==> src/pwli_pkg.sv <==
`timescale 1ns / 1ps
// ----------------------------------------------------------------------------
// pwli_pkg
// Shared types, constants and codes of the piecewise linear interpolator.
// ----------------------------------------------------------------------------

package pwli_pkg;

	localparam int VALUE_W    = 32;
	localparam int MAX_POINTS = 256;
	localparam int IDX_W      = $clog2(MAX_POINTS);
	localparam int NPTS_W     = 9;
	localparam int PROD_W     = 2 * VALUE_W;
	localparam int MUL_STEPS  = VALUE_W;
	localparam int DIV_STEPS  = PROD_W;
	localparam int STEP_CNT_W = $clog2(DIV_STEPS);

	localparam int CFG_ADDR_W  = 3;
	localparam int CFG_DATA_W  = 32;
	localparam int REG_IDX_BIT = 2;

	localparam logic [NPTS_W-1:0] POINTS_RESET = NPTS_W'(2);

	localparam logic signed [VALUE_W-1:0] VAL_MAX = {1'b0, {(VALUE_W-1){1'b1}}};
	localparam logic signed [VALUE_W-1:0] VAL_MIN = {1'b1, {(VALUE_W-1){1'b0}}};

	// register indexes
	localparam logic REG_POINTS = 1'b0;
	localparam logic REG_EXTRAP = 1'b1;

	// item actions
	localparam logic ACT_LOAD  = 1'b0;
	localparam logic ACT_QUERY = 1'b1;

	typedef struct packed {
		logic                      action;
		logic [7:0]                point_index;
		logic signed [VALUE_W-1:0] x_value;
		logic signed [VALUE_W-1:0] y_value;
	} item_t;

	typedef struct packed {
		logic signed [VALUE_W-1:0] y_result;
		logic [7:0]                segment_index;
		logic                      zero_width_error;
	} result_t;

	typedef struct packed {
		logic                      en;
		logic [IDX_W-1:0]          addr;
		logic signed [VALUE_W-1:0] x;
		logic signed [VALUE_W-1:0] y;
	} tbl_wr_t;

	typedef struct packed {
		logic               start;
		logic [VALUE_W-1:0] mdy;
		logic [VALUE_W-1:0] mdt;
		logic [VALUE_W-1:0] mdx;
	} md_req_t;

	typedef struct packed {
		logic              done;
		logic [PROD_W-1:0] quot;
	} md_resp_t;

	typedef enum logic [3:0] {
		ST_IDLE,
		ST_CHK,
		ST_WALK,
		ST_RDL,
		ST_RDR,
		ST_PREP,
		ST_DIFF,
		ST_CALC,
		ST_FIN
	} seq_state_t;

	typedef enum logic [1:0] {
		MD_IDLE,
		MD_MUL,
		MD_DIV,
		MD_DONE
	} md_state_t;

endpackage

==> src/pwli_muldiv.sv <==
`timescale 1ns / 1ps
// ----------------------------------------------------------------------------
// pwli_muldiv
// Shared 33-bit adder reused for a shift-add multiply of |dy| * |dt|
// followed by a restoring divide of the product by |dx|.
// ----------------------------------------------------------------------------

module pwli_muldiv (
	input  logic               clk,
	input  logic               arst_n,
	input  pwli_pkg::md_req_t  req,
	output pwli_pkg::md_resp_t resp
);

	localparam int VW = pwli_pkg::VALUE_W;
	localparam int PW = pwli_pkg::PROD_W;
	localparam int CW = pwli_pkg::STEP_CNT_W;

	pwli_pkg::md_state_t state_q, state_d;

	logic [CW-1:0] cnt_q;
	logic [PW-1:0] p_q;
	logic [VW-1:0] rem_q;
	logic [VW-1:0] a_q;
	logic [VW-1:0] d_q;

	// shared adder
	logic          alu_sub;
	logic [VW:0]   alu_a;
	logic [VW:0]   alu_b;
	logic [VW+1:0] alu_sum;

	logic          cnt_last;

	always_comb begin
		alu_sub = (state_q == pwli_pkg::MD_DIV);
		if (alu_sub) begin
			alu_a = {rem_q, p_q[PW-1]};
			alu_b = {1'b0, d_q};
		end else begin
			alu_a = {1'b0, p_q[PW-1:VW]};
			alu_b = {1'b0, a_q};
		end
		alu_sum = {1'b0, alu_a} + (alu_sub ? ~{1'b0, alu_b} : {1'b0, alu_b})
			+ (VW+2)'(alu_sub);
	end

	always_comb begin
		state_d  = state_q;
		cnt_last = 1'b0;
		unique case (state_q)
			pwli_pkg::MD_IDLE: begin
				if (req.start) begin
					state_d = pwli_pkg::MD_MUL;
				end
			end
			pwli_pkg::MD_MUL: begin
				cnt_last = (cnt_q == CW'(pwli_pkg::MUL_STEPS - 1));
				if (cnt_last) begin
					state_d = pwli_pkg::MD_DIV;
				end
			end
			pwli_pkg::MD_DIV: begin
				cnt_last = (cnt_q == CW'(pwli_pkg::DIV_STEPS - 1));
				if (cnt_last) begin
					state_d = pwli_pkg::MD_DONE;
				end
			end
			pwli_pkg::MD_DONE: begin
				state_d = pwli_pkg::MD_IDLE;
			end
			default: begin
				state_d = pwli_pkg::MD_IDLE;
			end
		endcase
	end

	always_ff @(posedge clk or negedge arst_n) begin
		if (!arst_n) begin
			state_q <= pwli_pkg::MD_IDLE;
			cnt_q   <= '0;
		end else begin
			state_q <= state_d;
			if (state_q == pwli_pkg::MD_IDLE || cnt_last) begin
				cnt_q <= '0;
			end else begin
				cnt_q <= cnt_q + CW'(1);
			end
		end
	end

	always_ff @(posedge clk) begin
		unique case (state_q)
			pwli_pkg::MD_IDLE: begin
				if (req.start) begin
					p_q   <= {{VW{1'b0}}, req.mdt};
					a_q   <= req.mdy;
					d_q   <= req.mdx;
					rem_q <= '0;
				end
			end
			pwli_pkg::MD_MUL: begin
				if (p_q[0]) begin
					p_q <= {alu_sum[VW:0], p_q[VW-1:1]};
				end else begin
					p_q <= {1'b0, p_q[PW-1:VW], p_q[VW-1:1]};
				end
			end
			pwli_pkg::MD_DIV: begin
				// no borrow: the divisor fits, quotient bit is one
				if (!alu_sum[VW+1]) begin
					rem_q <= alu_sum[VW-1:0];
					p_q   <= {p_q[PW-2:0], 1'b1};
				end else begin
					rem_q <= {rem_q[VW-2:0], p_q[PW-1]};
					p_q   <= {p_q[PW-2:0], 1'b0};
				end
			end
			pwli_pkg::MD_DONE: begin
				p_q <= p_q;
			end
			default: begin
				p_q <= p_q;
			end
		endcase
	end

	assign resp.done = (state_q == pwli_pkg::MD_DONE);
	assign resp.quot = p_q;

`ifndef SYNTHESIS
	a_start_idle: assert property (@(posedge clk) disable iff (!arst_n)
		req.start |-> (state_q == pwli_pkg::MD_IDLE))
		else $error("muldiv started while busy");

	a_rem_below_div: assert property (@(posedge clk) disable iff (!arst_n)
		(state_q == pwli_pkg::MD_DIV) |-> (rem_q < d_q))
		else $error("partial remainder not below divisor");
`endif

endmodule

==> config.mk <==
export PLATFORM = sky130hd
export DESIGN_NAME = pwli_muldiv
export DESIGN_NICKNAME = d
export VERILOG_FILES = /design/src/pwli_pkg.sv /design/src/pwli_muldiv.sv
export SDC_FILE = /design/constraint.sdc
export NUM_CORES = 1
export LEC_CHECK = 0
export BUFFER_PORTS_ARGS = -buffer_cell sky130_fd_sc_hd__buf_2
export CAP_MARGIN = 20
export CORE_MARGIN = 1.5
export CORE_UTILIZATION = 50
export CTS_CLUSTER_SIZE = 25
export DETAILED_ROUTE_END_ITERATION = 8
export HOLD_SLACK_MARGIN = 0.15
export PLACE_DENSITY = 0.7
export SKIP_LAST_GASP = 1
export SYNTH_ARGS = -nofsm -noshare
export SYNTH_HDL_FRONTEND = slang
export SYNTH_SLANG_ARGS = --single-unit
export TNS_END_PERCENT = 10
==> constraint.sdc <==
create_clock -name clk -period 11.4 [get_ports clk]
set_input_delay 2.28 -clock clk [delete_from_list [all_inputs] [get_ports clk]]
set_output_delay 2.28 -clock clk [all_outputs]
set_load 0.01 [all_outputs]
==> run summary <==
outcome: complete, no violations
Hold WC Path Type: flip-flop to flip-flop
# clock sinks: 168
post-synth top area cell: edfxtp_1
Area Overhead vs Synth: 15.8%
period utilisation layout: 47.9%
Die Footprint: 20200 sq um
I/O pin count: 164
Final Util: 59.5%
synthesized net count: 1057
area share of the largest cell type after synthesis: 49.5%
clk slew on worst S/H paths: 0.07 ns
Max Slew Vio Count: 0
clk_lat worst skew: 0.44 ns
RePlAce Congestion: 0.928
Vias/cell: 5.77
Die Span X: 142 um
Primary FF master, synth: edfxtp_1
vias in the first global route: 7100
routing usage on met3: 4.68%
Remaining DRCs: 0
H-tree Lvls: 4
critical path required time: 11.70 ns
drt wl/cell: 17.7 um
Post-synth EDFFs: 160
initial core utilization: 51.3%
detailed-router iteration count before antenna repair: 7
post-synth design cell area: 9700 sq um
cts repair resizes: 0
DPL Wire Length: 16.1 mm
drt total wl: 23.4 mm
Slowest-stage cell, CP: buf_4
Num CTS Buffers: 17
most frequent cell after synthesis: edfxtp_1
endpoint class of the critical path: flip-flop
CP peak stage delay: 0.68 ns
fraction of registers with async set/reset: 4.76%
quantity of I/O buffers inserted on ports: 163
Setup Skew: 0.0148 ns
Ys Warns: 0
GR Util met2: 37.7%
Filler Cells Inserted: 1626
top post-synthesis cells by area: edfxtp_1 (50%), a21oi_1 (5.6%), mux2_2 (5.0%)
initial antenna violation count: 0
CTS tree: built
crit-path max FO: 74
Yosys cell types: 62
Mapped Cells: 920
Final setup viols: 0
layout net count: 1188
share of cells above drive strength 1: 25.0%
Hold Fails Final Rpt: 0
setup bufs post-CTS: 0
Mean Syn Cell Area: 10.5 sq um
ANT cells: 0
Critical Path Start Type: flip-flop
Total GRT Usage: 23.9%
Max-cap violations: 0
core outline area: 18900 sq um
grt total ovfl: 0
Die H: 142 um
Rel. slew slack: 29.0%
Setup TNS: 0 ns
site row count: 50
grt peak-use layer: met2
Slew @ Worst Pin: 1.07 ns
Worst Path Arrival: 5.76 ns
CP cell instances: inv_1 > ha_4 > buf_4 > mux2_2 > ha_1 > nand4_1 > nor2_1 > inv_1 > a211oi_2 > o211ai_2 > a21oi_2 > buf_4 > inv_2 > or3_1 > a21boi_1
via count: 7640
Fmax: 183 MHz
largest net degree at the start of global routing: 82
clk root buf: clkbuf_16
Seq cells post-synth: 168
hold bufs inserted after CTS: 0
antenna viol nets, final: 0
RSZ-0062 raised after global routing: false
Longest Clk Path Bufs: 2
Synth top cells by count: edfxtp_1 (160), a21oi_1 (109), nand2_1 (98), nor2_1 (90), mux2_2 (43)
routing usage on met1: 33.9%
DRT iter0 DRCs: 695
register area share after synthesis: 51.6%
min Tclk post-route: 5.46 ns
first-pass GRT wire length: 37.1 mm
WS Path Type: flip-flop to flip-flop
-- state kept, by name (all words and copies together) (netlist names) --
signal / count
a_q: 32
cnt_q: 6
d_q: 32
p_q: 64
rem_q: 32
state_q: 2
-- path summary, 6_finish.rpt --
check                           start         end  slack (ns)  depth (start not counted)
max                        state_q[0]   rem_q[26]        5.94                         15
min                          cnt_q[0]    cnt_q[0]        0.47                          1
max reg2reg                state_q[0]   rem_q[26]        5.94                         15
min reg2reg                  cnt_q[0]    cnt_q[0]        0.47                          1
max in group asynchronous      arst_n  state_q[1]        9.54                          1
min in group asynchronous      arst_n    cnt_q[0]        1.68                          1
-- area by class of cell --
type / instances / area (sq um) / area share (%)
sequential: 168 / 5000 / 44.5
multi-input combinational: 672 / 4410 / 39.3
timing repair buffer: 170 / 868 / 7.73
clock buffer: 17 / 425 / 3.79
tap: 260 / 325 / 2.90
clock inverter: 15 / 116 / 1.04
inverter: 22 / 82.6 / 0.735
-- layer usage --
layer	up-vias	share of wire, %
met1	3711	47
met3	18	5.2
met4	0	1.2
met2	218	47
met5	-	0
li1	3693	-
-- kinds of logic after synthesis --
| kind of cell | share of synthesized area, % |
|---|---|
| mux | 6.23 |
| xor+xnor | 2.71 |
| flops | 51.6 |
| buf+inv | 3.26 |
| simple gates | 12.1 |
| compound gates | 19.2 |
| fa+ha+maj | 4.98 |
-- worst max-delay path: cells and delay by family, from the launching register on --
kind | cells | cell delay [ns]
buffers and inverters | 5 | 1.71
adders and majority gates | 2 | 0.95
muxes | 1 | 0.41
and+or+nand+nor | 3 | 0.76
AOI/OAI and AO/OA | 4 | 1.04
DFF | 1 | 0.41
-- stage by stage --
stage	hold WS [ns]	instance area, sq um	setup slack [ns]	cells
3_3_place_gp	0.447	10700	6.20	1292
6_report	0.468	11200	5.94	1324
3_5_place_dp	0.458	10700	6.07	1292
5_1_grt	0.522	11200	5.59	1324
2_1_floorplan	0.430	9700	5.44	920
4_1_cts	0.467	11200	6.00	1324
-- cell usage in the layout, fill, tap and decap left out, types with 16 or more instances in the layout --
master / instances
buf_2: 163
nand2_1: 98
nor2_1: 90
mux2_2: 43
a21oi_1: 108
edfxtp_1: 160
inv_1: 21
xnor2_1: 19
o21ai_0: 29
ha_1: 33
nand3_1: 17
nor2b_1: 16
clkbuf_16: 17
a22oi_1: 40
Power is not shown: default switching activity piles up to over one toggle a cycle in this logic, so the estimate is an artifact.
