$ cat src/pwli_pkg.sv
`timescale 1ns / 1ps
// ----------------------------------------------------------------------------
// pwli_pkg
// Shared types, constants and codes of the piecewise linear interpolator.
// ----------------------------------------------------------------------------

package pwli_pkg;

	localparam int VALUE_W    = 32;
	localparam int MAX_POINTS = 256;
	localparam int IDX_W      = $clog2(MAX_POINTS);
	localparam int NPTS_W     = 9;
	localparam int PROD_W     = 2 * VALUE_W;
	localparam int MUL_STEPS  = VALUE_W;
	localparam int DIV_STEPS  = PROD_W;
	localparam int STEP_CNT_W = $clog2(DIV_STEPS);

	localparam int CFG_ADDR_W  = 3;
	localparam int CFG_DATA_W  = 32;
	localparam int REG_IDX_BIT = 2;

	localparam logic [NPTS_W-1:0] POINTS_RESET = NPTS_W'(2);

	localparam logic signed [VALUE_W-1:0] VAL_MAX = {1'b0, {(VALUE_W-1){1'b1}}};
	localparam logic signed [VALUE_W-1:0] VAL_MIN = {1'b1, {(VALUE_W-1){1'b0}}};

	// register indexes
	localparam logic REG_POINTS = 1'b0;
	localparam logic REG_EXTRAP = 1'b1;

	// item actions
	localparam logic ACT_LOAD  = 1'b0;
	localparam logic ACT_QUERY = 1'b1;

	typedef struct packed {
		logic                      action;
		logic [7:0]                point_index;
		logic signed [VALUE_W-1:0] x_value;
		logic signed [VALUE_W-1:0] y_value;
	} item_t;

	typedef struct packed {
		logic signed [VALUE_W-1:0] y_result;
		logic [7:0]                segment_index;
		logic                      zero_width_error;
	} result_t;

	typedef struct packed {
		logic                      en;
		logic [IDX_W-1:0]          addr;
		logic signed [VALUE_W-1:0] x;
		logic signed [VALUE_W-1:0] y;
	} tbl_wr_t;

	typedef struct packed {
		logic               start;
		logic [VALUE_W-1:0] mdy;
		logic [VALUE_W-1:0] mdt;
		logic [VALUE_W-1:0] mdx;
	} md_req_t;

	typedef struct packed {
		logic              done;
		logic [PROD_W-1:0] quot;
	} md_resp_t;

	typedef enum logic [3:0] {
		ST_IDLE,
		ST_CHK,
		ST_WALK,
		ST_RDL,
		ST_RDR,
		ST_PREP,
		ST_DIFF,
		ST_CALC,
		ST_FIN
	} seq_state_t;

	typedef enum logic [1:0] {
		MD_IDLE,
		MD_MUL,
		MD_DIV,
		MD_DONE
	} md_state_t;

endpackage

$ cat src/pwli_seq.sv
`timescale 1ns / 1ps
// ----------------------------------------------------------------------------
// pwli_seq
// Sequencer: takes load and query beats, walks the table for the segment,
// reads its end points, clamps, hands the magnitudes to the muldiv unit and
// saturates the result into the output register.
// ----------------------------------------------------------------------------

module pwli_seq (
	input  logic                         clk,
	input  logic                         arst_n,
	input  logic                         item_valid,
	output logic                         item_stall,
	input  pwli_pkg::item_t              item,
	output logic                         result_valid,
	input  logic                         result_stall,
	output pwli_pkg::result_t            result,
	input  logic [pwli_pkg::NPTS_W-1:0]  points_in_use,
	input  logic                         extrapolate_enable,
	output pwli_pkg::tbl_wr_t            tbl_wr,
	output logic [pwli_pkg::IDX_W-1:0]   rd_addr,
	input  logic signed [pwli_pkg::VALUE_W-1:0] rd_x,
	input  logic signed [pwli_pkg::VALUE_W-1:0] rd_y,
	output pwli_pkg::md_req_t            md_req,
	input  pwli_pkg::md_resp_t           md_resp
);

	localparam int VW = pwli_pkg::VALUE_W;
	localparam int IW = pwli_pkg::IDX_W;
	localparam int NW = pwli_pkg::NPTS_W;

	pwli_pkg::seq_state_t state_q, state_d;

	logic                 out_valid_q;
	pwli_pkg::result_t    out_q;

	logic signed [VW-1:0] x_q;
	logic [IW-1:0]        nm2_q;
	logic [IW-1:0]        seg_q;
	logic signed [VW-1:0] xl_q, yl_q, xr_q, yr_q;
	logic                 err_q;
	logic                 neg_q;

	logic                 accept;
	logic [IW-1:0]        nm2_c;
	logic                 walk_go;
	logic                 out_free;
	logic                 out_load;

	logic signed [VW-1:0] yl_c, yr_c;
	logic [VW:0]          dy_c, dt_c, dx_c;

	logic [VW+1:0]        sum_c;
	logic                 sat_c;
	logic signed [VW-1:0] y_c;

	// sign and magnitude of a - b
	function automatic logic [VW:0] absdiff(input logic signed [VW-1:0] a,
	                                        input logic signed [VW-1:0] b);
		logic [VW:0] dab;
		logic [VW:0] dba;
		dab = {a[VW-1], a} - {b[VW-1], b};
		dba = {b[VW-1], b} - {a[VW-1], a};
		return dab[VW] ? {1'b1, dba[VW-1:0]} : {1'b0, dab[VW-1:0]};
	endfunction

	assign item_stall   = (state_q != pwli_pkg::ST_IDLE);
	assign accept       = item_valid && !item_stall;
	assign result_valid = out_valid_q;
	assign result       = out_q;

	always_comb begin
		if (points_in_use < NW'(2)) begin
			nm2_c = '0;
		end else if (points_in_use > NW'(pwli_pkg::MAX_POINTS)) begin
			nm2_c = IW'(pwli_pkg::MAX_POINTS - 2);
		end else begin
			nm2_c = IW'(points_in_use - NW'(2));
		end
	end

	always_comb begin
		tbl_wr.en   = accept && (item.action == pwli_pkg::ACT_LOAD)
			&& ({1'b0, item.point_index} < NW'(pwli_pkg::MAX_POINTS));
		tbl_wr.addr = IW'(item.point_index);
		tbl_wr.x    = item.x_value;
		tbl_wr.y    = item.y_value;
	end

	// clamping and segment magnitudes
	always_comb begin
		yr_c = (!extrapolate_enable && (x_q < xl_q)) ? yl_q : yr_q;
		yl_c = (!extrapolate_enable && (xr_q < x_q)) ? yr_c : yl_q;
		dy_c = absdiff(yr_q, yl_q);
		dt_c = absdiff(x_q, xl_q);
		dx_c = absdiff(xr_q, xl_q);
	end

	always_comb begin
		md_req.start = (state_q == pwli_pkg::ST_DIFF);
		md_req.mdy   = dy_c[VW-1:0];
		md_req.mdt   = dt_c[VW-1:0];
		md_req.mdx   = dx_c[VW-1:0];
	end

	// final add with saturation
	always_comb begin
		if (neg_q) begin
			sum_c = {yl_q[VW-1], yl_q[VW-1], yl_q} - {2'b00, md_resp.quot[VW-1:0]};
		end else begin
			sum_c = {yl_q[VW-1], yl_q[VW-1], yl_q} + {2'b00, md_resp.quot[VW-1:0]};
		end
		sat_c = (md_resp.quot[pwli_pkg::PROD_W-1:VW] != '0)
			|| (sum_c[VW+1] != sum_c[VW-1]) || (sum_c[VW] != sum_c[VW-1]);
		if (err_q) begin
			y_c = yl_q;
		end else if (sat_c) begin
			y_c = neg_q ? pwli_pkg::VAL_MIN : pwli_pkg::VAL_MAX;
		end else begin
			y_c = sum_c[VW-1:0];
		end
	end

	always_comb begin
		state_d  = state_q;
		rd_addr  = seg_q;
		walk_go  = (seg_q < nm2_q) && (rd_x < x_q);
		out_free = !out_valid_q || !result_stall;
		out_load = 1'b0;
		unique case (state_q)
			pwli_pkg::ST_IDLE: begin
				rd_addr = nm2_c;
				if (accept && item.action == pwli_pkg::ACT_QUERY) begin
					state_d = pwli_pkg::ST_CHK;
				end
			end
			pwli_pkg::ST_CHK: begin
				// at or past the second-last x: last segment
				if (!(x_q < rd_x)) begin
					rd_addr = nm2_q;
					state_d = pwli_pkg::ST_RDL;
				end else begin
					rd_addr = IW'(1);
					state_d = pwli_pkg::ST_WALK;
				end
			end
			pwli_pkg::ST_WALK: begin
				if (walk_go) begin
					rd_addr = seg_q + IW'(2);
				end else begin
					rd_addr = seg_q;
					state_d = pwli_pkg::ST_RDL;
				end
			end
			pwli_pkg::ST_RDL: begin
				rd_addr = seg_q + IW'(1);
				state_d = pwli_pkg::ST_RDR;
			end
			pwli_pkg::ST_RDR: begin
				state_d = pwli_pkg::ST_PREP;
			end
			pwli_pkg::ST_PREP: begin
				state_d = (xr_q == xl_q) ? pwli_pkg::ST_FIN : pwli_pkg::ST_DIFF;
			end
			pwli_pkg::ST_DIFF: begin
				state_d = pwli_pkg::ST_CALC;
			end
			pwli_pkg::ST_CALC: begin
				if (md_resp.done) begin
					state_d = pwli_pkg::ST_FIN;
				end
			end
			pwli_pkg::ST_FIN: begin
				if (out_free) begin
					out_load = 1'b1;
					state_d  = pwli_pkg::ST_IDLE;
				end
			end
			default: begin
				state_d = pwli_pkg::ST_IDLE;
			end
		endcase
	end

	always_ff @(posedge clk or negedge arst_n) begin
		if (!arst_n) begin
			state_q     <= pwli_pkg::ST_IDLE;
			out_valid_q <= 1'b0;
		end else begin
			state_q <= state_d;
			if (out_load) begin
				out_valid_q <= 1'b1;
			end else if (!result_stall) begin
				out_valid_q <= 1'b0;
			end
		end
	end

	always_ff @(posedge clk) begin
		if (accept) begin
			x_q   <= item.x_value;
			nm2_q <= nm2_c;
		end
		if (state_q == pwli_pkg::ST_CHK) begin
			seg_q <= (!(x_q < rd_x)) ? nm2_q : '0;
		end
		if (state_q == pwli_pkg::ST_WALK && walk_go) begin
			seg_q <= seg_q + IW'(1);
		end
		if (state_q == pwli_pkg::ST_RDL) begin
			xl_q <= rd_x;
			yl_q <= rd_y;
		end
		if (state_q == pwli_pkg::ST_RDR) begin
			xr_q <= rd_x;
			yr_q <= rd_y;
		end
		if (state_q == pwli_pkg::ST_PREP) begin
			yl_q  <= yl_c;
			yr_q  <= yr_c;
			err_q <= (xr_q == xl_q);
		end
		if (state_q == pwli_pkg::ST_DIFF) begin
			neg_q <= dy_c[VW] ^ dt_c[VW] ^ dx_c[VW];
		end
		if (out_load) begin
			out_q.y_result         <= y_c;
			out_q.segment_index    <= 8'(seg_q);
			out_q.zero_width_error <= err_q;
		end
	end

`ifndef SYNTHESIS
	a_walk_bound: assert property (@(posedge clk) disable iff (!arst_n)
		(state_q == pwli_pkg::ST_WALK) |-> (seg_q <= nm2_q))
		else $error("segment walk ran past the last segment");

	a_done_in_calc: assert property (@(posedge clk) disable iff (!arst_n)
		md_resp.done |-> (state_q == pwli_pkg::ST_CALC))
		else $error("muldiv finished outside the wait state");

	a_out_from_fin: assert property (@(posedge clk) disable iff (!arst_n)
		$rose(out_valid_q) |-> $past(state_q == pwli_pkg::ST_FIN))
		else $error("result register loaded outside the final state");
`endif

endmodule

$ cat config.mk
export PLATFORM = sky130hd
export DESIGN_NAME = pwli_seq
export DESIGN_NICKNAME = d
export VERILOG_FILES = /design/src/pwli_pkg.sv /design/src/pwli_seq.sv
export SDC_FILE = /design/constraint.sdc
export NUM_CORES = 1
export LEC_CHECK = 0
export BUFFER_PORTS_ARGS = -buffer_cell sky130_fd_sc_hd__clkbuf_2
export CAP_MARGIN = 0
export CORE_MARGIN = 2
export CORE_UTILIZATION = 45
export CTS_CLUSTER_SIZE = 40
export DETAILED_ROUTE_END_ITERATION = 8
export PLACE_DENSITY = 0.71
export SYNTH_ARGS = -nofsm -noshare
export SYNTH_HDL_FRONTEND = slang
export SYNTH_SLANG_ARGS = --single-unit
$ cat constraint.sdc
create_clock -name clk -period 6 [get_ports clk]
set_input_delay 0 -clock clk [delete_from_list [all_inputs] [get_ports clk]]
set_output_delay 0 -clock clk [all_outputs]
set_load 0.01 [all_outputs]
==> results of run 1 <==
## final timing paths
| kind | slack, ps | cells past startpoint | endpoint | startpoint |
|---|---|---|---|---|
| hold reg to reg | 520 | 0 | result[8] | seg_q[7] |
| max in group asynchronous | 5350 | 3 | state_q[2] | arst_n |
| setup / recovery | 500 | 22 | result[25] | md_resp[0] |
| min in group asynchronous | 410 | 3 | result_valid | arst_n |
| setup reg to reg | 1140 | 14 | result[25] | neg_q |
| hold / removal | 0.003 | 0 | tbl_wr[19] | item[19] |
## cells in the final DEF (no fill, tap or decap), drive strengths merged, types with 45 or more instances in the layout
| cell | instances |
|---|---|
| a21oi | 279 |
| clkbuf | 385 |
| o21ai | 186 |
| a21o | 145 |
| edfxtp | 219 |
| mux2i | 70 |
| o21bai | 45 |
| nor2 | 168 |
| dlygate4sd3 | 114 |
| nand2 | 159 |
| nand4 | 54 |
| nor3 | 49 |
| xnor2 | 110 |
| inv | 259 |
| xor2 | 50 |
| ha | 296 |
## layer usage
| layer | GRT usage | share of wire | wire (um) |
|---|---|---|---|
| met1 | 0.3623 | 0.44 | 33810 |
| met2 | 0.4246 | 0.45 | 34520 |
| met3 | 0.04108 | 0.081 | 6241 |
| met4 | 0.08261 | 0.031 | 2422 |
| met5 | 0 | 0 | 0 |
## layout make-up
class / count / area [um^2]
diodes: 1 / 2.502
clock buffers: 29 / 661.9
clock inverters: 17 / 229.0
fillers: 4908 / 24930
inverters: 259 / 972.2
multi-input cells: 2113 / 15460
flip-flops and latches: 224 / 6701
well taps: 688 / 860.8
repair buffers: 486 / 3043
## power by group
group,leakage [nW],internal [W],switching (W)
clock,0.428,0.00101,0.000669
sequential,2.07,0.00227,0.000437
combinational,10.5,0.00387,0.00613
## kinds of logic (layout without fill, tap and decap cells)
family / Yosys count / count (layout) / share of synthesized area
AO/OA/AOI/OAI: 929 / 929 / 0.2527
XOR/XNOR: 160 / 160 / 0.05822
adder cells (fa/ha/maj): 303 / 303 / 0.1588
buffers and inverters: 452 / 791 / 0.08748
flip-flops: 224 / 224 / 0.2769
multiplexers: 76 / 76 / 0.03174
other: 0 / 1 / 0
AND/OR/NAND/NOR: 645 / 645 / 0.1342
## sequential cells by signal (all words and copies together), names as in the netlist
| register | count |
|---|---|
| result | 41 |
| x_q | 32 |
| xl_q | 32 |
| xr_q | 32 |
| yl_q | 32 |
| yr_q | 32 |
| nm2_q | 8 |
| seg_q | 8 |
| state_q | 4 |
| err_q | 1 |
| neg_q | 1 |
| result_valid | 1 |
## worst register-to-register path: cells and delay by family (launching register included)
family	cells	cell delay, ps
compound gates	9	2170
simple gates	2	1100
flops	1	520
fa+ha+maj	1	400
buf+inv	1	310
xor+xnor	1	230
## what timing repair did
action | CTS | global route
hold buffers | 114 | 0
endpoints found under the hold margin | 179 | 0
resized for setup | 0 | 0
## stage by stage
step | setup slack [ps] | total power, W
2_1_floorplan | 715.0 | 0.009438
3_3_place_gp | 620.6 | 0.01240
3_5_place_dp | 474.3 | 0.01244
4_1_cts | 617.5 | 0.01424
5_1_grt | 152.6 | 0.01534
6_report | 501.2 | 0.01437
==> report_table.html, run 1 <==
<table>
<tr><th>Metric</th><th>Value</th></tr>
<tr><th colspan="2">Floorplan</th></tr>
<tr><td>Row count</td><td>84</td></tr>
<tr><td>Floorplan core area</td><td>between 50000 and 60000 um^2</td></tr>
<tr><td>Die W</td><td>235.9 um</td></tr>
<tr><td>DIE AREA</td><td>about 56000 um^2</td></tr>
<tr><td>IO Count</td><td>about 440</td></tr>
<tr><td>Height of the die</td><td>approximately 240 um</td></tr>
<tr><td>Initial cell density of the core</td><td>0.4578</td></tr>
<tr><th colspan="2">Yosys</th></tr>
<tr><td>Post-synthesis cell count</td><td>2789</td></tr>
<tr><td>Sequential cell area fraction in the yosys report</td><td>0.2769</td></tr>
<tr><td>Post-Syn Nets</td><td>~3300</td></tr>
<tr><td>Most frequently used flop master after synthesis</td><td>edfxtp_1</td></tr>
<tr><td>Synth unique cells</td><td>around 100</td></tr>
<tr><td>Number of enable flip-flop cells after synthesis</td><td>about 220</td></tr>
<tr><td>Seq cells post-synth</td><td>approximately 220</td></tr>
<tr><td>Yosys top cell by area</td><td>edfxtp_1</td></tr>
<tr><td>Yosys warning total</td><td>0</td></tr>
<tr><td>Most frequent cell after synthesis</td><td>ha_1</td></tr>
<tr><td>Leading post-synthesis cells by cell area</td><td>edfxtp_1, ha_1, a21oi_1</td></tr>
<tr><td>Average footprint of a synthesized cell</td><td>about 8.7 um^2</td></tr>
<tr><td>Synth top cells by count</td><td>ha_1, a21oi_1, inv_1</td></tr>
<tr><td>FFs w/ async S/R, synth</td><td>0.02232</td></tr>
<tr><td>Total standard cell area after synthesis</td><td>24200 um^2</td></tr>
<tr><td>Share of the synthesized area in the top cell type</td><td>0.2717</td></tr>
<tr><th colspan="2">Placement</th></tr>
<tr><td>Global placement routability congestion</td><td>0.9842</td></tr>
<tr><td>Sum of net half-perimeters after detailed placement</td><td>between 60000 and 70000 um</td></tr>
<tr><td>Placed cells</td><td>between 3000 and 4000</td></tr>
<tr><td>Count of input and output buffers</td><td>356</td></tr>
<tr><td>Post-Place Cell Area</td><td>around 26000 um^2</td></tr>
<tr><th colspan="2">Clocking</th></tr>
<tr><td>Count of H-tree levels built during CTS</td><td>1</td></tr>
<tr><td>CTS Buf Count</td><td>26</td></tr>
<tr><td>Clock tree from TritonCTS</td><td>built</td></tr>
<tr><td>CTS clock-pin slew for the worst setup and hold paths</td><td>around 60 ps</td></tr>
<tr><td>Number of sinks on the clock net</td><td>approximately 220</td></tr>
<tr><td>Longest Clk Path Bufs</td><td>3</td></tr>
<tr><td>Insertion delay to the later sink of the worst-skew pair</td><td>around 570 ps</td></tr>
<tr><td>Buffer cell driving the clock tree root</td><td>clkbuf_16</td></tr>
<tr><td>Buffers inserted during post-CTS setup optimization</td><td>0</td></tr>
<tr><th colspan="2">GRT</th></tr>
<tr><td>Number of global-route vias before repair</td><td>~21000</td></tr>
<tr><td>Initial antenna violation count</td><td>1</td></tr>
<tr><td>Wire length of the first global-routing pass</td><td>117900 um</td></tr>
<tr><td>Pin count of the biggest net entering global routing</td><td>66</td></tr>
<tr><td>Leftover overflow at the end of global routing</td><td>0</td></tr>
<tr><td>Global-route usage over all layers</td><td>0.2635</td></tr>
<tr><th colspan="2">STA</th></tr>
<tr><td>Final Skew</td><td>around 22 ps</td></tr>
<tr><td>Max transition margin</td><td>0.2326</td></tr>
<tr><td>RSZ-0062 raised after global routing</td><td>no</td></tr>
<tr><td>Post-Route Setup TNS</td><td>0 ps</td></tr>
<tr><td>Post-route clock period utilization</td><td>0.9165</td></tr>
<tr><td>Hold Worst Slack</td><td>around 0.0033 ps</td></tr>
<tr><td>Count of final hold-check violations</td><td>0</td></tr>
<tr><td>Max-slew violation count</td><td>0</td></tr>
<tr><td>Maximum achievable frequency</td><td>roughly 0.18 GHz</td></tr>
<tr><td>Clock period minus worst slack</td><td>between 5000 and 6000 ps</td></tr>
<tr><td>Total of endpoints with negative setup slack in the final report</td><td>0</td></tr>
<tr><td>Transition time of the tightest slew-check pin</td><td>1151 ps</td></tr>
<tr><th colspan="2">Setup path</th></tr>
<tr><td>Slowest stage delay, CP</td><td>800 ps</td></tr>
<tr><td>Required time of the critical path</td><td>between 6000 and 7000 ps</td></tr>
<tr><td>Cells along the critical path</td><td>dlygate4sd3_1 &gt; clkbuf_2 &gt; inv_1 &gt; ha_1 &gt; nand2_1 &gt; nor2_1 &gt; and2_1 &gt; inv_1 &gt; nor4_1 &gt; and3b_1 &gt; a21oi_1 &gt; xnor2_1 &gt; ha_1 &gt; nand3_1 &gt; nor3_1 &gt; and4_1 &gt; o2111ai_1 &gt; and3_2 &gt; o22ai_2 &gt; a2bb2oi_2 &gt; nor3b_4 &gt; a221o_1</td></tr>
<tr><td>Launching element type of the critical path</td><td>primary input</td></tr>
<tr><td>Worst path slowest cell</td><td>nor3b_4</td></tr>
<tr><td>Critical path endpoint category</td><td>flop</td></tr>
<tr><td>Worst EP arrival</td><td>~5900 ps</td></tr>
<tr><td>Type of the worst setup path</td><td>primary input to flop</td></tr>
<tr><td>Cell type group with the largest total delay on the critical path</td><td>simple AND/OR/NAND/NOR gates</td></tr>
<tr><td>Buf+Inv Stages, Crit Path</td><td>4</td></tr>
<tr><td>Critical Path Fanout Max</td><td>22</td></tr>
<tr><th colspan="2">Cells and area</th></tr>
<tr><td>Post-route non-filler standard cell count</td><td>around 3800</td></tr>
<tr><td>Final design utilization</td><td>0.5284</td></tr>
<tr><td>Net count of the finished layout</td><td>~3600</td></tr>
<tr><td>Total non-filler cell area in the finished layout</td><td>about 28000 um^2</td></tr>
<tr><td>Fraction of layout cells with a size suffix above 1</td><td>0.1560</td></tr>
<tr><td>Signed area change from the synthesized netlist to the final layout</td><td>15.42%</td></tr>
<tr><th colspan="2">Route</th></tr>
<tr><td>DRC</td><td>0</td></tr>
<tr><td>Antenna viol nets, final</td><td>0</td></tr>
<tr><td>Count of vias placed by the detailed router</td><td>roughly 22000</td></tr>
<tr><td>Aggregate routed wire length</td><td>a little under 80000 um</td></tr>
<tr><td>Number of DRC markers after the initial detailed-route iteration</td><td>1975</td></tr>
<tr><td>Per-cell via count in the routed design</td><td>slightly below 6</td></tr>
<tr><td>Detail-routed net length per standard cell</td><td>a little over 20 um</td></tr>
<tr><td>1st-pass router iterations</td><td>5</td></tr>
<tr><th colspan="2">Hold path</th></tr>
<tr><td>HP Class</td><td>primary input to primary output</td></tr>
<tr><th colspan="2">Pwr</th></tr>
<tr><td>Worst vdd ir</td><td>about 0.3 mV</td></tr>
<tr><td>Cell leakage power</td><td>approximately 13 nW</td></tr>
<tr><td>Power density cells</td><td>514.6 nW/um^2</td></tr>
<tr><th colspan="2">Run</th></tr>
<tr><td>Count of max-cap constraint violations</td><td>0</td></tr>
<tr><th colspan="2">Run status</th></tr>
<tr><td>Outcome</td><td>finished clean</td></tr>
</table>
(Power assumes the default switching activity.)
==> run 2: changes to the inputs <==
CELL_PAD_IN_SITES_DETAIL_PLACEMENT = 1   (was unset)
CELL_PAD_IN_SITES_GLOBAL_PLACEMENT = 1   (was unset)
CORE_UTILIZATION = 44   (was 45)
PLACE_DENSITY = 0.87   (was 0.71)
clock period = 6.2 ns   (was 6 ns; I/O delays follow)
==> run 2 against run 1 <==
First-iteration DRC count up 1.1%. Clock skew up 21 ps. Utilization down 1.1 points. Sequential share of layout area down 0.051 points. Power up 1.2%. Worst hold slack about the same. Via count up 5.3%. Sequential power about the same. Die area up 2.2%.
==> report_table.html, run 2 (same netlist as run 1, synthesis figures left out) <==
<table>
<tr><th>Metric</th><th>Value</th></tr>
<tr><th colspan="2">Pwr</th></tr>
<tr><td>Worst vdd ir</td><td>roughly 0.34 mV</td></tr>
<tr><td>Design internal power</td><td>approximately 0.007 W</td></tr>
<tr><td>Power share of the combinational group</td><td>0.696</td></tr>
<tr><td>Switching power</td><td>0.007579 W</td></tr>
<tr><td>Cell leakage power</td><td>about 13 nW</td></tr>
<tr><td>Power density cells</td><td>approximately 520 nW/um^2</td></tr>
<tr><td>Sw frac</td><td>0.5209</td></tr>
<tr><td>Part of the power in registers</td><td>0.183</td></tr>
<tr><td>Clk pwr share</td><td>0.121</td></tr>
<tr><th colspan="2">Setup path</th></tr>
<tr><td>Type of the worst setup path</td><td>primary input to flop</td></tr>
<tr><td>Critical Path Fanout Max</td><td>11</td></tr>
<tr><td>Launching element type of the critical path</td><td>primary input</td></tr>
<tr><td>Cells along the critical path</td><td>dlygate4sd3_1 &gt; clkbuf_2 &gt; inv_1 &gt; ha_1 &gt; nand2_1 &gt; nor2_1 &gt; and2_1 &gt; inv_1 &gt; nor4_1 &gt; and3b_1 &gt; nor2_1 &gt; xnor2_1 &gt; ha_1 &gt; nand3_1 &gt; nor3_1 &gt; and4_1 &gt; o2111ai_1 &gt; and3_2 &gt; o22ai_2 &gt; a2bb2oi_2 &gt; nor3b_2 &gt; a221o_1</td></tr>
<tr><td>Slowest stage delay, CP</td><td>roughly 770 ps</td></tr>
<tr><td>Critical path endpoint category</td><td>flop</td></tr>
<tr><td>Worst EP arrival</td><td>6380 ps</td></tr>
<tr><td>Required time of the critical path</td><td>approximately 6600 ps</td></tr>
<tr><td>Worst path slowest cell</td><td>nor3b_2</td></tr>
<tr><td>Reg-to-reg setup timing slack</td><td>1200 ps</td></tr>
<tr><th colspan="2">GRT</th></tr>
<tr><td>Leftover overflow at the end of global routing</td><td>0</td></tr>
<tr><td>Wire length of the first global-routing pass</td><td>between 100000 and 150000 um</td></tr>
<tr><td>Global-route usage over all layers</td><td>0.3213</td></tr>
<tr><td>Pin count of the biggest net entering global routing</td><td>67</td></tr>
<tr><td>Number of global-route vias before repair</td><td>between 20000 and 25000</td></tr>
<tr><td>Initial antenna violation count</td><td>3</td></tr>
<tr><th colspan="2">Route</th></tr>
<tr><td>DRC</td><td>0</td></tr>
<tr><td>Antenna viol nets, final</td><td>0</td></tr>
<tr><td>Routed wl met2</td><td>roughly 44000 um</td></tr>
<tr><td>1st-pass router iterations</td><td>5</td></tr>
<tr><td>Count of vias placed by the detailed router</td><td>about 24000</td></tr>
<tr><td>Met3 WL</td><td>6589 um</td></tr>
<tr><td>Aggregate routed wire length</td><td>around 94000 um</td></tr>
<tr><td>Number of DRC markers after the initial detailed-route iteration</td><td>between 1500 and 2000</td></tr>
<tr><td>Detail-routed net length per standard cell</td><td>between 20 and 25 um</td></tr>
<tr><td>Wire length the detailed router placed on met1</td><td>between 30000 and 40000 um</td></tr>
<tr><td>Highest metal layer used by the detailed router</td><td>met5</td></tr>
<tr><td>Per-cell via count in the routed design</td><td>~6.2</td></tr>
<tr><th colspan="2">Clocking</th></tr>
<tr><td>CTS Buf Count</td><td>28</td></tr>
<tr><td>Number of sinks on the clock net</td><td>224</td></tr>
<tr><td>Clock tree from TritonCTS</td><td>built</td></tr>
<tr><td>Insertion delay to the later sink of the worst-skew pair</td><td>around 590 ps</td></tr>
<tr><td>Buffer cell driving the clock tree root</td><td>clkbuf_16</td></tr>
<tr><td>Count of H-tree levels built during CTS</td><td>1</td></tr>
<tr><td>Longest Clk Path Bufs</td><td>3</td></tr>
<tr><td>CTS clock-pin slew for the worst setup and hold paths</td><td>around 70 ps</td></tr>
<tr><th colspan="2">STA</th></tr>
<tr><td>Max transition margin</td><td>0.1215</td></tr>
<tr><td>Total of endpoints with negative setup slack in the final report</td><td>0</td></tr>
<tr><td>Maximum achievable frequency</td><td>~0.17 GHz</td></tr>
<tr><td>Transition time of the tightest slew-check pin</td><td>about 1300 ps</td></tr>
<tr><td>Clock period minus worst slack</td><td>5959 ps</td></tr>
<tr><td>Count of final hold-check violations</td><td>0</td></tr>
<tr><td>Final Skew</td><td>between 40 and 50 ps</td></tr>
<tr><td>Post-route clock period utilization</td><td>0.9611</td></tr>
<tr><td>Max-slew violation count</td><td>0</td></tr>
<tr><th colspan="2">Floorplan</th></tr>
<tr><td>Floorplan core area</td><td>between 50000 and 60000 um^2</td></tr>
<tr><td>IO Count</td><td>437</td></tr>
<tr><td>DIE AREA</td><td>roughly 57000 um^2</td></tr>
<tr><td>Initial cell density of the core</td><td>0.4471</td></tr>
<tr><td>Row count</td><td>85</td></tr>
<tr><td>Die W</td><td>~240 um</td></tr>
<tr><td>Height of the die</td><td>238.5 um</td></tr>
<tr><th colspan="2">Cells and area</th></tr>
<tr><td>Final design utilization</td><td>0.5171</td></tr>
<tr><td>Flip-flop and latch area</td><td>approximately 6700 um^2</td></tr>
<tr><td>Largest register FFs</td><td>41</td></tr>
<tr><td>Signed area change from the synthesized netlist to the final layout</td><td>15.67%</td></tr>
<tr><td>Fraction of layout cells with a size suffix above 1</td><td>0.1571</td></tr>
<tr><td>Fillers</td><td>6391</td></tr>
<tr><td>Area occupied by multi-input gates</td><td>15470 um^2</td></tr>
<tr><td>Most common cell after layout, fill and taps aside</td><td>clkbuf_2</td></tr>
<tr><td>Net count of the finished layout</td><td>about 3600</td></tr>
<tr><td>Highest-count cells in the layout ignoring fill and taps</td><td>clkbuf_2, ha_1, a21oi_1</td></tr>
<tr><td>Post-route non-filler standard cell count</td><td>roughly 3800</td></tr>
<tr><th colspan="2">Placement</th></tr>
<tr><td>Count of input and output buffers</td><td>356</td></tr>
<tr><td>Global placement routability congestion</td><td>between 1 and 1.5</td></tr>
<tr><td>Placed cells</td><td>3662</td></tr>
<tr><td>Sum of net half-perimeters after detailed placement</td><td>approximately 73000 um</td></tr>
<tr><th colspan="2">Run</th></tr>
<tr><td>Count of max-cap constraint violations</td><td>0</td></tr>
<tr><th colspan="2">Hold path</th></tr>
<tr><td>HP Class</td><td>primary input to primary output</td></tr>
<tr><th colspan="2">Run status</th></tr>
<tr><td>Outcome</td><td>finished clean</td></tr>
</table>
[run 2: cell types whose count changed in the layout (fill, tap and decap cells not counted), sizes merged]
cell    delta
buf        -2
clkbuf     +2
nor3b      +1
bufinv     -1
inv        +2
clkinv     +1
[run 2: final timing paths]
| check | cells past startpoint | start | end |
|---|---|---|---|
| worst max register to register | 12 | neg_q | result[37] |
| worst max-delay path | 22 | md_resp[0] | result[37] |
| max in group asynchronous | 3 | arst_n | state_q[1] |
| min in group asynchronous | 3 | arst_n | result_valid |
| worst min-delay path | 0 | item[29] | tbl_wr[29] |
| worst min register to register | 0 | seg_q[7] | result[8] |
[run 2: area by class of cell]
| type | instances | share of cell area |
|---|---|---|
| repair buffers | 484 | 0.1082 |
| flip-flops and latches | 224 | 0.2394 |
| inverters | 259 | 0.03473 |
| well taps | 696 | 0.03111 |
| multi-input cells | 2114 | 0.5528 |
| clock buffers | 31 | 0.02619 |
| clock inverters | 19 | 0.007509 |
| diodes | 1 | 0.00008940 |
[run 2: stage by stage]
step	hold slack (ps)	power (W)	instance area, um^2	setup slack (ps)	TNS (ps)
after floorplan	-295.6	0.009133	24200	915.0	0
after global placement	-174.6	0.01206	25890	804.5	0
after detailed placement	-176.1	0.01242	25890	453.5	0
after CTS	0.06862	0.01429	27980	451.6	0
after global routing	0.02321	0.01542	27990	-43.83	-336.8
final	0.002815	0.01455	27990	241.1	0
[run 2: metal layers]
layer | up-vias | global-route usage
li1 | 10769 | -
met1 | 11674 | 0.4166
met2 | 1002 | 0.5367
met3 | 217 | 0.04850
met4 | 6 | 0.1288
met5 | - | 0.002597
[run 2: power by group through the flow]
stage               clock network, W  registers (W)  logic, W
floorplan                          0        0.00246   0.00668
global route                 0.00182        0.00270    0.0109
CTS                          0.00175        0.00264   0.00990
global placement                   0        0.00263   0.00943
detailed placement                 0        0.00266   0.00975
finish                       0.00176        0.00267    0.0101
[run 2: worst max-delay path: cells and delay by family]
kind,cells,cell delay (ps)
adders and majority gates,2,760
buffers and inverters,4,930
and+or+nand+nor,11,3680
xor gates and xnor gates,1,160
AOI/OAI and AO/OA,4,830
[run 2: what timing repair did]
action	CTS	global route
setup endpoints to repair	0	22
hold buffers	114	0
hold endpoints to repair	178	0
gates resized for setup	0	0
setup buffers	0	0
